## src/rtl/clen_pkg.sv

```systemverilog
// shared constants and types for the content-length deframer
`timescale 1ns / 1ps

package clen_pkg;

    // width of the parsed body length
    localparam int LENGTH_BITS = 32;

    // header marker text
    localparam int MARKER_LEN = 16;
    localparam logic [7:0] MARKER_TEXT [MARKER_LEN] = '{
        8'h43, 8'h6F, 8'h6E, 8'h74, 8'h65, 8'h6E, 8'h74, 8'h2D,
        8'h4C, 8'h65, 8'h6E, 8'h67, 8'h74, 8'h68, 8'h3A, 8'h20
    };

    // special characters
    localparam logic [7:0] CHAR_CR     = 8'h0D;
    localparam logic [7:0] CHAR_LF     = 8'h0A;
    localparam logic [7:0] CHAR_ZERO   = 8'h30;
    localparam logic [7:0] CHAR_NINE   = 8'h39;

    // number of bytes in the CR LF CR LF delimiter
    localparam logic [2:0] DELIM_LEN   = 3'd4;

    // header parser result toward the body counter
    typedef struct packed {
        logic                   body_start;
        logic [LENGTH_BITS-1:0] body_len;
    } t_hdr_result;

endpackage

```

## src/rtl/content_length_deframer.sv

```systemverilog
// top level: splits a byte stream into content-length framed bodies
// a body byte appears on the output in the cycle after its input beat is taken
// throughput: one byte per cycle if unstalled, set by the single output register
// header bytes and the delimiter produce no output beat
// reset: synchronous active-low, returns to header mode with all counters cleared
`timescale 1ns / 1ps

module content_length_deframer (
    input  logic       i_clk,
    input  logic       i_rst_n,
    input  logic       i_in_valid,
    output logic       o_in_ready,
    input  logic [7:0] i_in_byte,
    output logic       o_out_valid,
    input  logic       i_out_ready,
    output logic [7:0] o_body_byte,
    output logic       o_first_of_body,
    output logic       o_last_of_body
);
    import clen_pkg::*;

    logic                   r_in_body, n_in_body;
    logic                   r_body_started, n_body_started;
    logic [LENGTH_BITS-1:0] r_remaining, n_remaining;
    logic                   r_out_valid, n_out_valid;
    logic [7:0]             r_body_byte;
    logic                   r_first, r_last;

    logic                   accept;
    logic                   is_last;
    t_hdr_result            hdr_result;

    // take a new beat whenever the output register is free or draining
    assign o_in_ready = !r_out_valid || i_out_ready;
    assign accept     = i_in_valid && o_in_ready;
    assign is_last    = (r_remaining <= LENGTH_BITS'(1));

    clen_hdr_parser u_hdr_parser (
        .i_clk    (i_clk),
        .i_rst_n  (i_rst_n),
        .i_en     (accept && !r_in_body),
        .i_byte   (i_in_byte),
        .o_result (hdr_result)
    );

    // body counter and output handshake
    always_comb begin
        n_in_body      = r_in_body;
        n_body_started = r_body_started;
        n_remaining    = r_remaining;
        n_out_valid    = r_out_valid && !i_out_ready;
        if (accept) begin
            if (r_in_body) begin
                n_out_valid    = 1'b1;
                n_body_started = 1'b1;
                if (is_last) begin
                    n_remaining    = '0;
                    n_in_body      = 1'b0;
                    n_body_started = 1'b0;
                end else begin
                    n_remaining = r_remaining - LENGTH_BITS'(1);
                end
            end else if (hdr_result.body_start) begin
                n_in_body      = 1'b1;
                n_remaining    = hdr_result.body_len;
                n_body_started = 1'b0;
            end
        end
    end

    // control registers
    always_ff @(posedge i_clk) begin
        if (!i_rst_n) begin
            r_in_body      <= 1'b0;
            r_body_started <= 1'b0;
            r_remaining    <= '0;
            r_out_valid    <= 1'b0;
        end else begin
            r_in_body      <= n_in_body;
            r_body_started <= n_body_started;
            r_remaining    <= n_remaining;
            r_out_valid    <= n_out_valid;
        end
    end

    // output payload register, loaded on each body beat
    always_ff @(posedge i_clk) begin
        if (accept && r_in_body) begin
            r_body_byte <= i_in_byte;
            r_first     <= !r_body_started;
            r_last      <= is_last;
        end
    end

    assign o_out_valid     = r_out_valid;
    assign o_body_byte     = r_body_byte;
    assign o_first_of_body = r_first;
    assign o_last_of_body  = r_last;

endmodule

```

## src/rtl/clen_hdr_parser.sv

```systemverilog
// header parser: marker match, decimal length, blank-line delimiter
`timescale 1ns / 1ps

module clen_hdr_parser (
    input  logic                i_clk,
    input  logic                i_rst_n,
    input  logic                i_en,
    input  logic [7:0]          i_byte,
    output clen_pkg::t_hdr_result o_result
);
    import clen_pkg::*;

    logic [3:0]             r_marker_matched, n_marker_matched;
    logic                   r_marker_found, n_marker_found;
    logic                   r_digits_done, n_digits_done;
    logic                   r_overflow, n_overflow;
    logic [LENGTH_BITS-1:0] r_accum, n_accum;
    logic [1:0]             r_delim, n_delim;

    logic [4:0]             m_next;
    logic                   is_digit;
    logic [3:0]             digit;
    logic [LENGTH_BITS+3:0] times_ten;
    logic [LENGTH_BITS+3:0] accum_next;
    logic                   want_cr;
    logic [2:0]             s_next;
    logic [LENGTH_BITS-1:0] len;

    assign is_digit = (i_byte >= CHAR_ZERO) && (i_byte <= CHAR_NINE);
    assign digit    = 4'(i_byte - CHAR_ZERO);

    // accum * 10 + digit, with room to see overflow
    assign times_ten  = ({4'd0, r_accum} << 3) + ({4'd0, r_accum} << 1);
    assign accum_next = times_ten + {{LENGTH_BITS{1'b0}}, digit};

    always_comb begin
        n_marker_matched = r_marker_matched;
        n_marker_found   = r_marker_found;
        n_digits_done    = r_digits_done;
        n_overflow       = r_overflow;
        n_accum          = r_accum;
        n_delim          = r_delim;
        m_next           = 5'd0;
        s_next           = 3'd0;
        len              = '0;
        o_result         = '0;

        // marker tracking, then digits after it
        if (!r_marker_found) begin
            if (i_byte == MARKER_TEXT[r_marker_matched]) begin
                m_next = {1'b0, r_marker_matched} + 5'd1;
            end else if (i_byte == MARKER_TEXT[0]) begin
                m_next = 5'd1;
            end else begin
                m_next = 5'd0;
            end
            if (m_next == 5'(MARKER_LEN)) begin
                n_marker_found   = 1'b1;
                n_marker_matched = 4'd0;
            end else begin
                n_marker_matched = m_next[3:0];
            end
        end else if (!r_digits_done) begin
            if (is_digit) begin
                if (!r_overflow) begin
                    if (accum_next[LENGTH_BITS+3:LENGTH_BITS] != 4'd0) begin
                        n_overflow = 1'b1;
                    end else begin
                        n_accum = accum_next[LENGTH_BITS-1:0];
                    end
                end
            end else begin
                n_digits_done = 1'b1;
            end
        end

        // delimiter CR LF CR LF
        want_cr = (r_delim == 2'd0) || (r_delim == 2'd2);
        if ((want_cr && i_byte == CHAR_CR) || (!want_cr && i_byte == CHAR_LF)) begin
            s_next = {1'b0, r_delim} + 3'd1;
        end else if (i_byte == CHAR_CR) begin
            s_next = 3'd1;
        end else begin
            s_next = 3'd0;
        end

        if (s_next == DELIM_LEN) begin
            len = (r_marker_found && !r_overflow) ? r_accum : '0;
            o_result.body_start = i_en && (len != '0);
            o_result.body_len   = len;
            n_marker_matched    = 4'd0;
            n_marker_found      = 1'b0;
            n_digits_done       = 1'b0;
            n_overflow          = 1'b0;
            n_accum             = '0;
            n_delim             = 2'd0;
        end else begin
            n_delim = s_next[1:0];
        end
    end

    // header state registers, updated on each header beat
    always_ff @(posedge i_clk) begin
        if (!i_rst_n) begin
            r_marker_matched <= 4'd0;
            r_marker_found   <= 1'b0;
            r_digits_done    <= 1'b0;
            r_overflow       <= 1'b0;
            r_accum          <= '0;
            r_delim          <= 2'd0;
        end else if (i_en) begin
            r_marker_matched <= n_marker_matched;
            r_marker_found   <= n_marker_found;
            r_digits_done    <= n_digits_done;
            r_overflow       <= n_overflow;
            r_accum          <= n_accum;
            r_delim          <= n_delim;
        end
    end

endmodule

```

## config.mk

```make
export PLATFORM = sky130hd
export DESIGN_NAME = content_length_deframer
export DESIGN_NICKNAME = d
export VERILOG_FILES = /design/src/rtl/clen_pkg.sv /design/src/rtl/content_length_deframer.sv /design/src/rtl/clen_hdr_parser.sv
export SDC_FILE = /design/constraint.sdc
export NUM_CORES = 1
export LEC_CHECK = 0
export ABC_CLOCK_PERIOD_IN_PS = 11000
export BUFFER_PORTS_ARGS = -buffer_cell sky130_fd_sc_hd__buf_2
export CORE_MARGIN = 10
export CORE_UTILIZATION = 55
export DETAILED_ROUTE_END_ITERATION = 10
export HOLD_SLACK_MARGIN = 0.08
export PLACE_DENSITY = 0.72
export REMOVE_ABC_BUFFERS = 1
export SLEW_MARGIN = 15
export SYNTH_ARGS = -nofsm -noshare
export SYNTH_HDL_FRONTEND = slang
export SYNTH_HIERARCHICAL = 1
export SYNTH_SLANG_ARGS = --single-unit
```

## constraint.sdc

```tcl
create_clock -name i_clk -period 11 [get_ports i_clk]
set_clock_uncertainty 0.05 [all_clocks]
set_input_delay 0.55 -clock i_clk [delete_from_list [all_inputs] [get_ports i_clk]]
set_output_delay 0.55 -clock i_clk [all_outputs]
set_load 0.02 [all_outputs]
```

After elaboration in Yosys (flattened, before gate mapping) --
Memory sizes are Yosys's and may differ from the RTL's. Cells that the tools add are included.
Word-level totals: bits in registers 86, ROM bits 128, bits of input ports 12, output and inout bits 12, memories 1
Operators by class: add/sub/neg operators 6, magnitude comparators 4, eq/ne operators 11, mux-type cells 42, bitwise gates (word level) 1, reductions and logical operators 29
Memories:
- (no name shown) | depth 16, width 8, rd ports 1, clocked after Yosys merged registers in 0, wr ports 0, RTL line clen_hdr_parser.sv:50 | if (i_byte == MARKER_TEXT[r_marker_matched]) begin
Operators with widths (count):
- 32-bit two-way mux | 10
- 35-bit by 33-bit adder with 36-bit output | 1
- 36-bit by 4-bit adder with 36-bit output | 1
- 33-bit two-way mux | 1
- 32-bit by 1-bit less-or-equal comparator with 1-bit output, second input constant | 1
- 32-bit nonzero test | 1
- 32-bit by 1-bit subtractor with 32-bit output, second input constant | 1
- 1-bit two-way mux | 22
- 8-bit by 4-bit == test with 1-bit output, second input constant | 2
- 8-bit two-way mux | 2
- 4-bit two-way mux | 3
- 5-bit two-way mux | 2
- 1-bit logical AND | 9
- 8-bit by 7-bit == test with 1-bit output, second input constant | 1
- 8-bit == test | 1
- 8-bit by 6-bit >= comparator with 1-bit output, second input constant | 1
- 8-bit by 6-bit less-or-equal comparator with 1-bit output, second input constant | 1
- 2-bit != test, second input constant | 4
- 1-bit zero test | 6
- 2-bit AND reduction | 3
- 6-bit AND reduction | 1
- 2-bit nonzero test | 3
- 4-bit by 1-bit adder with 5-bit output, second input constant | 1
- 5-bit == test, second input constant | 1
- 12 further kinds | 14

Depth between registers and ports, before layout --
word-level depth 11, gate-level depth with buffers 14, gate-level depth less buffers 13

Hierarchy --
The synthesis kept the hierarchy.
By module, submodules not included:
- clen_hdr_parser | instances 1, cells each 552, area an instance 4575.6 sq um, sequential area each 820.8 sq um
- content_length_deframer | instances 1, cells each 306, area an instance 2511.2 sq um, sequential area each 1001.0 sq um

Least setup slack after synthesis --
OpenSTA, ideal clock, no wires.
kind input to register, start point input i_in_byte[3], end point register u_hdr_parser.r_accum[11], library setup time 59 ps, arrival time 3609 ps, data required time 10891 ps, slack 7282 ps, stages on the path 14, buffers on the path 1, cell sequence inv_1 -> fa_1 -> inv_1 -> fa_1 -> a211oi_1 -> o211ai_1 -> a21oi_1 -> nand3b_1 -> o21ai_1 -> a21oi_2 -> nand4_4 -> nor4_4 -> buf_6 -> a22o_1
On the way: longest elaborated chain between the ends 8, elaborated cells between the ends (all ways) 26, those cells by class add/sub (2); order compare (2); eq/ne (6); mux (8); reduce/logical (8)
Ends and longest elaborated chain:
- start: declaration | RTL line content_length_deframer.sv:13 | input logic [7:0] i_in_byte,
- 4-bit by 1-bit subtractor with 4-bit output | RTL line clen_hdr_parser.sv:30 | assign digit = 4'(i_byte - CHAR_ZERO);
- 36-bit by 4-bit adder with 36-bit output | RTL line clen_hdr_parser.sv:34 | assign accum_next = times_ten + {{LENGTH_BITS{1'b0}}, digit};
- 32-bit two-way mux | RTL line clen_hdr_parser.sv:66 | if (accum_next[LENGTH_BITS+3:LENGTH_BITS] != 4'd0) begin
- 32-bit two-way mux | RTL line clen_hdr_parser.sv:65 | if (!r_overflow) begin
- 32-bit two-way mux | RTL line clen_hdr_parser.sv:64 | if (is_digit) begin
- 32-bit two-way mux | RTL line clen_hdr_parser.sv:63 | end else if (!r_digits_done) begin
- 32-bit two-way mux | RTL line clen_hdr_parser.sv:49 | if (!r_marker_found) begin
- 32-bit two-way mux | RTL line clen_hdr_parser.sv:87 | if (s_next == DELIM_LEN) begin
- end signal: assignment | RTL line clen_hdr_parser.sv:116 | r_accum <= n_accum;
- end: declaration | RTL line clen_hdr_parser.sv:17 | logic [LENGTH_BITS-1:0] r_accum, n_accum;
Parallel ways exist; a longest one is shown, timed or not. The select of a mux whose other input is x is not followed. A chain may end at the register's enable or synchronous reset.

Worst setup path after layout --
start point register u_hdr_parser.r_accum[0], end point register u_hdr_parser.r_accum[21]
On the way: longest elaborated chain between the ends 8, elaborated cells between the ends (all ways) 11, those cells by class add/sub (2); eq/ne (1); mux (6); reduce/logical (2)
Ends and longest elaborated chain:
- 35-bit by 33-bit adder with 36-bit output (*) | RTL line clen_hdr_parser.sv:33 | assign times_ten = ({4'd0, r_accum} << 3) + ({4'd0, r_accum} << 1);
- 36-bit by 4-bit adder with 36-bit output (*) | RTL line clen_hdr_parser.sv:34
- 32-bit two-way mux | RTL line clen_hdr_parser.sv:66
- 32-bit two-way mux | RTL line clen_hdr_parser.sv:65
- 32-bit two-way mux | RTL line clen_hdr_parser.sv:64
- 32-bit two-way mux | RTL line clen_hdr_parser.sv:63
- 32-bit two-way mux | RTL line clen_hdr_parser.sv:49
- 32-bit two-way mux | RTL line clen_hdr_parser.sv:87
Mark *: on every way between the ends. The rest lies on a longest branch, timed or not. The select of a mux whose other input is x is not followed.

==> key figures <==
Route
  • Vias: 6,814
  • Routed wire length: 20,100 um
  • DRT iter0 DRCs: 802
  • Residual DRC: 0
  • Routed wire per std cell: 19.3 um
  • Via/cell ratio: 6.56
  • DRT antenna net count: 0
  • 1st-pass router iterations: 5

Finish
  • P&R area growth vs syn: 6.69%
  • N_diodes: 0
  • Fraction of layout cells with a size suffix above 1: 0.0888
  • Final net count: 949

Power
  • Total power: 0.622 mW
  • Power per cell area: 82.3 nW/um^2
  • Leakage: 3.25 nW
  • Maximum VDD drop: 0.0000664 V

Floorplan
  • Starting Density: 0.562
  • Ports: 24
  • Die area: 17,800 um^2
  • CORE AREA: 12,600 um^2
  • Die H: 134 um
  • # rows: 41
  • Die X: 134 um

Synthesis
  • EDFF count, synth: 10
  • Synth Area per Inst: 8.26 um^2
  • Post-synth design cell area: 7090 um^2
  • Count leader, synth: dfxtp_1
  • #FFs+latches synth: 86
  • Seq/Total Area, Yosys: 0.257
  • Synth area leader: dfxtp_1
  • Post-Syn Instances: 858
  • Top cells by area, synth: dfxtp_1 21%, ha_1 13%, a21oi_1 5.1%
  • Ys flop type: dfxtp_1
  • Top post-synthesis cells by count: 76 x dfxtp_1, 73 x ha_1, 72 x a21oi_1, 64 x nand2_1, 51 x o21ai_0
  • FFs w/ async S/R, synth: 0
  • Netlist cell types: 83
  • Yosys warnings: 6
  • Share of the synthesized area in the top cell type: 0.215

Worst hold path
  • Worst min-delay path class: in2reg
  • Hold_sp: i_in_byte[7]
  • Hold EP: o_body_byte[7]
  • Hold depth: 1

Clock tree
  • Num CTS Buffers: 9
  • Clk slew on worst S/H paths: 0.07 ns
  • Post-cts resize count: 0
  • Setup bufs post-CTS: 0
  • Clock root buffer: clkbuf_16
  • H-tree depth: 3
  • Clock Tree Buf Depth: 2
  • # clock sinks: 86
  • CTS tree: done
  • Hold-fix buffers, CTS: 0
  • Clock latency on the worst-skew pair: 0.34 ns

Setup path
  • Critical path fanouts, max: 28
  • Critical Path RT: 11.24 ns
  • CP cell instances: inv_1, fa_1, inv_1, fa_1, a211oi_1, o211ai_1, a21oi_1, nand3b_1, o21ai_1, o221a_4, and4_4, nor2_4, a22o_1
  • Startpoint types: register
  • CP peak stage delay: 0.58 ns
  • Crit path from: u_hdr_parser/r_accum[0]
  • Reg2Reg Capture Point: u_hdr_parser/r_accum[21]
  • WS Path Type: reg2reg
  • Critical R2R Launch: u_hdr_parser/r_accum[0]
  • Worst Path Arrival: 4.43 ns
  • Slowest stage cell on the critical path: nor2_4
  • Crit. End Element: register
  • Worst r2r path cells: 13
  • Flop2flop setup slack: 6.81 ns

Placement
  • GP Congestion: 0.938
  • Post-place setup slack: 6.60 ns
  • DPL Wire Length: 15,300 um
  • PortBufs: 23

GRT
  • Initial antenna violation count: 0
  • Grt total ovfl: 0
  • Largest net degree at the start of global routing: 35
  • First-pass GRT wire length: 33,000 um
  • Vias in the first global route: 6,475
  • GRT Overall Usage: 0.221

STA
  • Final count of negative-setup-slack endpoints: 0
  • Fin crit share: 0.381
  • Setup_tns: 0 ns
  • Slew margin rel.: 0.253
  • Hold Vio Cnt, Final: 0
  • FMAX: 0.238 GHz
  • Worst-Margin Slew: 1.11 ns
  • Slew Viols, Final: 0
  • Crit path time final: 4.19 ns
  • Worst setup margin: 6.81 ns
  • RSZ-0062 raised after global routing: false

Job
  • Max Cap Viol: 0

Outcome
  • Status: complete, no violations
## cells in the final DEF (no fill, tap or decap), types with 4 or more instances in the layout
cell	n
a211oi_1	4
a21o_1	14
a21oi_1	72
a22o_1	29
a22oi_1	15
a31oi_1	12
a32oi_1	4
and2_1	38
and3_1	6
and4_1	4
buf_2	23
buf_4	4
clkbuf_16	9
dfxtp_1	76
edfxtp_1	10
ha_1	73
inv_1	35
mux2i_1	7
nand2_1	64
nand2b_1	9
nand3_1	27
nand3b_1	6
nand4_1	14
nor2_1	50
nor2b_1	5
nor3_1	20
nor3b_1	6
nor4_1	24
o211ai_1	9
o21a_1	7
o21ai_0	51
o21bai_1	5
o22ai_1	6
or3_1	5
or4_1	8
xnor2_1	19
xor2_1	20
## layer usage
layer	up-vias	track usage	wire length [um]
li1	3275	-	-
met1	3201	0.284	9010
met2	293	0.367	9450
met3	45	0.0263	1120
met4	0	0.0901	490
met5	-	0	0
## power by group
group / total, mW / switching (mW) / leakage (nW) / internal (mW)
logic: 0.0165 / 0.0122 / 2.42 / 0.00429
registers: 0.317 / 0.0000316 / 0.700 / 0.317
clock network: 0.289 / 0.135 / 0.132 / 0.154
## stage by stage
step                      instances  hold slack (ns)  utilization  instance area (um^2)
after detailed placement       1023            0.404        0.577                  7290
after floorplan                 824            0.378            -                  6920
after global placement         1023            0.394        0.577                  7290
after CTS                      1039            0.366        0.599                  7560
final                          1039            0.376        0.599                  7560
after global routing           1039            0.372        0.599                  7560
## cells by family after synthesis
group                      share of synthesized area
AOI/OAI and AO/OA                              0.259
xor gates and xnor gates                      0.0482
adders and majority gates                      0.135
buffers and inverters                         0.0424
DFF                                            0.257
muxes                                         0.0131
and+or+nand+nor                                0.246
## registers in the layout (all words and copies together) (netlist names)
register and count:
u_hdr_parser/r_marker_matched 4, u_hdr_parser/r_marker_found 1, u_hdr_parser/r_digits_done 1, r_in_body 1
r_body_started 1, u_hdr_parser/r_accum 32, u_hdr_parser/r_overflow 1, o_first_of_body 1
o_out_valid 1, u_hdr_parser/r_delim 2, r_remaining 32, o_body_byte 8
o_last_of_body 1
## cell type report
type,count,area [um^2]
clock buffer,9,225
clock inverter,7,48.8
fill,1163,5060
timing repair buffer,27,145
sequential,86,1820
multi-input combinational,702,4970
tap,172,215
inverter,36,135
## critical path, delay by kind of cell (launching register included)
family,cells,cell delay (ns)
AO/OA/AOI/OAI,6,1.54
AND/OR/NAND/NOR,3,0.98
buffers and inverters,2,0.17
adder cells (fa/ha/maj),2,0.99
flip-flops,1,0.40
## worst max path at each step
stage | endpoint | slack, ns | cells after the start
4_1_cts | u_hdr_parser/r_accum[11] | 6.89 | 14
5_1_grt | u_hdr_parser/r_accum[15] | 6.49 | 14
3_3_place_gp | u_hdr_parser/r_accum[20] | 6.70 | 15
2_1_floorplan | u_hdr_parser/r_accum[23] | 7.00 | 13
3_5_place_dp | u_hdr_parser/r_accum[11] | 6.60 | 15
6_report | u_hdr_parser/r_accum[21] | 6.81 | 13
Power figures use the tool's default switching activity.
